File: config.mk
export PLATFORM = sky130hd
export DESIGN_NAME = ccint_queue
export DESIGN_NICKNAME = d
export VERILOG_FILES = /design/src/design/ccint_pkg.sv /design/src/design/ccint_queue.sv
export SDC_FILE = /design/constraint.sdc
export NUM_CORES = 1
export LEC_CHECK = 0
export BUFFER_PORTS_ARGS = -buffer_cell sky130_fd_sc_hd__buf_2
export CORE_MARGIN = 1
export CORE_UTILIZATION = 45
export CTS_CLUSTER_SIZE = 30
export DETAILED_ROUTE_END_ITERATION = 12
export PLACE_DENSITY_LB_ADDON = 0.05
export REMOVE_ABC_BUFFERS = 1
export SETUP_SLACK_MARGIN = 0.3
export SYNTH_ARGS = -nofsm -noshare
export SYNTH_HDL_FRONTEND = slang
export SYNTH_SLANG_ARGS = --single-unit
export TNS_END_PERCENT = 30
File: constraint.sdc
create_clock -name aclk -period 2.4 [get_ports aclk]
set_input_delay 0.12 -clock aclk [delete_from_list [all_inputs] [get_ports aclk]]
set_output_delay 0.12 -clock aclk [all_outputs]
set_load 0.1 [all_outputs]
File: src/design/ccint_pkg.sv
// shared types and constants for the circle intersection block
package ccint_pkg;

    localparam int QUEUE_DEPTH = 4;
    localparam int QUEUE_AW    = 2;

    // status of the queue between front and back
    typedef struct packed {
        logic full;
        logic empty;
    } q_status_t;

endpackage

File: src/design/ccint_queue.sv
// short fifo between the front and back pipelines
module ccint_queue #(
    parameter int WIDTH = 8
) (
    input  logic                 aclk,
    input  logic                 aresetn,
    input  logic                 push,
    input  logic [WIDTH-1:0]     wdata,
    input  logic                 pop,
    output logic [WIDTH-1:0]     rdata,
    output ccint_pkg::q_status_t status
);

    logic [WIDTH-1:0]              mem_reg [ccint_pkg::QUEUE_DEPTH];
    logic [ccint_pkg::QUEUE_AW-1:0] wr_ptr_reg;
    logic [ccint_pkg::QUEUE_AW-1:0] rd_ptr_reg;
    logic [ccint_pkg::QUEUE_AW:0]   count_reg;

    always_ff @(posedge aclk) begin
        if (!aresetn) begin
            wr_ptr_reg <= '0;
            rd_ptr_reg <= '0;
            count_reg  <= '0;
        end else begin
            if (push) begin
                wr_ptr_reg <= wr_ptr_reg + 1'b1;
            end
            if (pop) begin
                rd_ptr_reg <= rd_ptr_reg + 1'b1;
            end
            if (push && !pop) begin
                count_reg <= count_reg + 1'b1;
            end else if (pop && !push) begin
                count_reg <= count_reg - 1'b1;
            end
        end
    end

    always_ff @(posedge aclk) begin
        if (push) begin
            mem_reg[wr_ptr_reg] <= wdata;
        end
    end

    assign rdata        = mem_reg[rd_ptr_reg];
    assign status.full  = (count_reg == (ccint_pkg::QUEUE_AW+1)'(ccint_pkg::QUEUE_DEPTH));
    assign status.empty = (count_reg == '0);

endmodule

==> results.md <==
* Post-DP Area at 0.00175 mm²
* Drt total wl at 2.30 mm
* Post-synth EDFFs at 32
* DRT iter0 DRCs at 30
* TNS Setup at 0 ps
* Sw Ratio at 33.5%
* Remaining antenna violation count at 0
* Placer Congestion at 0.663
* Port bufs at 21
* Final setup vio count at 0
* Core box area at 0.00336 mm²
* Leakage power at 0.688 nW
* Clock buffer depth at 2
* Vias per cell at 4.80
* Min Tclk post-route at 1830 ps
* Outcome: finished clean
* # nets final at 137
* Worst Path Required at 2280 ps
* Overflow after GRT at 0
* Final hold viol count at 0
* Clk pwr share at 20.2%
* Initial DRT Pass Iterations at 4
* Area leader, netlist: edfxtp_1
* Synth unique cells at 19
* Comb power frac at 24.6%
* Unrepaired setup endpoints after global routing: false
* Post-synth ARST share at 0%
* FF+latch count, synth at 41
* Post-synthesis cell area at 0.00160 mm²
* Filler instances at 293
* PwrDens at 812 mW/mm²
* H-tree depth at 2
* Die span in x at 61.7 µm
* Post-Syn Area per Cell at 18.9 µm²
* Via count at 797
* Maximum vdd drop at 0.406 mV
* DIE HEIGHT at 61.7 µm
* Dominant synthesized flop cell: edfxtp_1
* Register share of total power at 55.2%
* Commonest non-fill, non-tap cell in the layout: edfxtp_1
* WP data arrival at 1710 ps
* Max_cap viols at 0
* Yosys Warn Count at 0
* Seq/Total Area, Yosys at 71.2%
* CTS buffer count at 5
* Post-layout util at 55.9%
* Die area at 0.00380 mm²
* Crit Path Category: reg2out
* Post-route clock period utilization at 76.5%
* Synth top area cells: edfxtp_1 (60%), dfxtp_1 (11%), mux4_2 (11%)
* Post-CTS Setup Repair Bufs at 0
* First-pass GRT wire length at 3.53 mm
* Clock Sinks at 41
* Area share of the largest cell type after synthesis at 60.0%
* Root Buffer: clkbuf_4
* Sw Pwr at 0.512 mW
* Initial Util at 47.7%
* Achievable frequency at 545 MHz
* CP Max Fanout at 8
* CP startpoint kind: register
* Most frequent cells in the layout: edfxtp_1 (32), buf_2 (21), and2_1 (9)
* Critical path capture point type: output port
* Final Skew at 6.62 ps
* Synthesis-to-layout area growth at 17.3%
* Gr usage total at 14.4%
* Max FFs per register at 32
* Worst hold path type: in2reg
* Clock slew at reported path FFs at 110 ps
* I/O pin count at 22
* Share of layout cells above drive strength 1 at 30.0%
* Slew Viols, Final at 0
* # diodes at 0
* DRC viols at 0
* Clock Latency Late Sink at 340 ps
* TritonCTS clock tree: yes
* Design area at 0.00188 mm²
* WL per Instance at 13.8 µm
* Cells after Synth at 85
* Slew of the pin with the lowest slew margin at 487 ps
* Largest net degree at the start of global routing at 13
* Cell row count at 21
* Worst slew margin at 67.8%
* Int Power at 1.02 mW
* Vias in the first global route at 741
* Initial antenna violation count at 0
[per-layer routing]
metal | part of all wire, % | vias up | GRT usage [%]
li1 | - | 387 | -
met1 | 45 | 386 | 17.7
met2 | 49 | 18 | 22.1
met3 | 3.9 | 6 | 4.41
met4 | 2.4 | 0 | 9.52
met5 | 0 | - | 0
[path summary, 6_finish.rpt]
path                      from             to  slack (ps)  cells past startpoint
hold reg to reg   count_reg[2]   count_reg[2]         510                      2
setup / recovery      register       rdata[3]         570                      2
setup reg to reg  count_reg[0]   count_reg[2]         910                      4
hold / removal         aresetn  rd_ptr_reg[0]          70                      2
[critical path, cell delays in order (launching register included)]
cell     delay, ps
dfxtp_2        520
mux4_2         550
buf_2          310
[cell type report]
cell class	instances	area (µm²)	share of cell area (%)
Tap cell	46	57.6	3.06
Timing Repair Buffer	29	185	9.85
Clock buffer	5	37.5	2.00
Sequential cell	41	1140	60.7
Clock inverter	3	12.5	0.665
Multi-Input combinational cell	38	430	22.9
Inverter	4	15.0	0.798
[synthesized netlist by cell type, drive strengths merged, types with 2 or more instances]
cell	n
ha	5
dfxtp	9
nor2b	2
mux4	8
xnor2	2
mux2i	2
edfxtp	32
inv	4
and2	9
xor2	3
[stage by stage]
step,instances,power (mW),hold WS (ps),setup slack (ps)
after floorplan,83,1.16,219,-273
after global placement,150,1.22,334,709
after detailed placement,150,1.23,343,696
after CTS,166,1.55,64.6,305
after global routing,166,1.60,71.6,476
final,166,1.53,68.4,565
[logic make-up after synthesis]
kind of cell	count (synthesis)	synth area share [%]
simple gates	15	5.70
fa+ha+maj	6	5.15
mux	10	12.5
flops	41	71.2
xor+xnor	5	2.73
buf+inv	6	1.95
compound gates	2	0.781
[power groups by stage]
stage | logic, mW | clock network, mW | registers, mW
2_1_floorplan | 0.313 | 0 | 0.851
3_3_place_gp | 0.364 | 0 | 0.859
3_5_place_dp | 0.368 | 0 | 0.861
4_1_cts | 0.379 | 0.324 | 0.845
5_1_grt | 0.398 | 0.353 | 0.850
6_report | 0.376 | 0.308 | 0.843
[timing repair]
action                                  CTS  global route
gates resized for setup                   0             1
endpoints found under the setup margin    0             8
endpoints found under the hold margin    32             0
hold buffers                              8             0
Note: power is estimated with default switching activity, not from simulation.
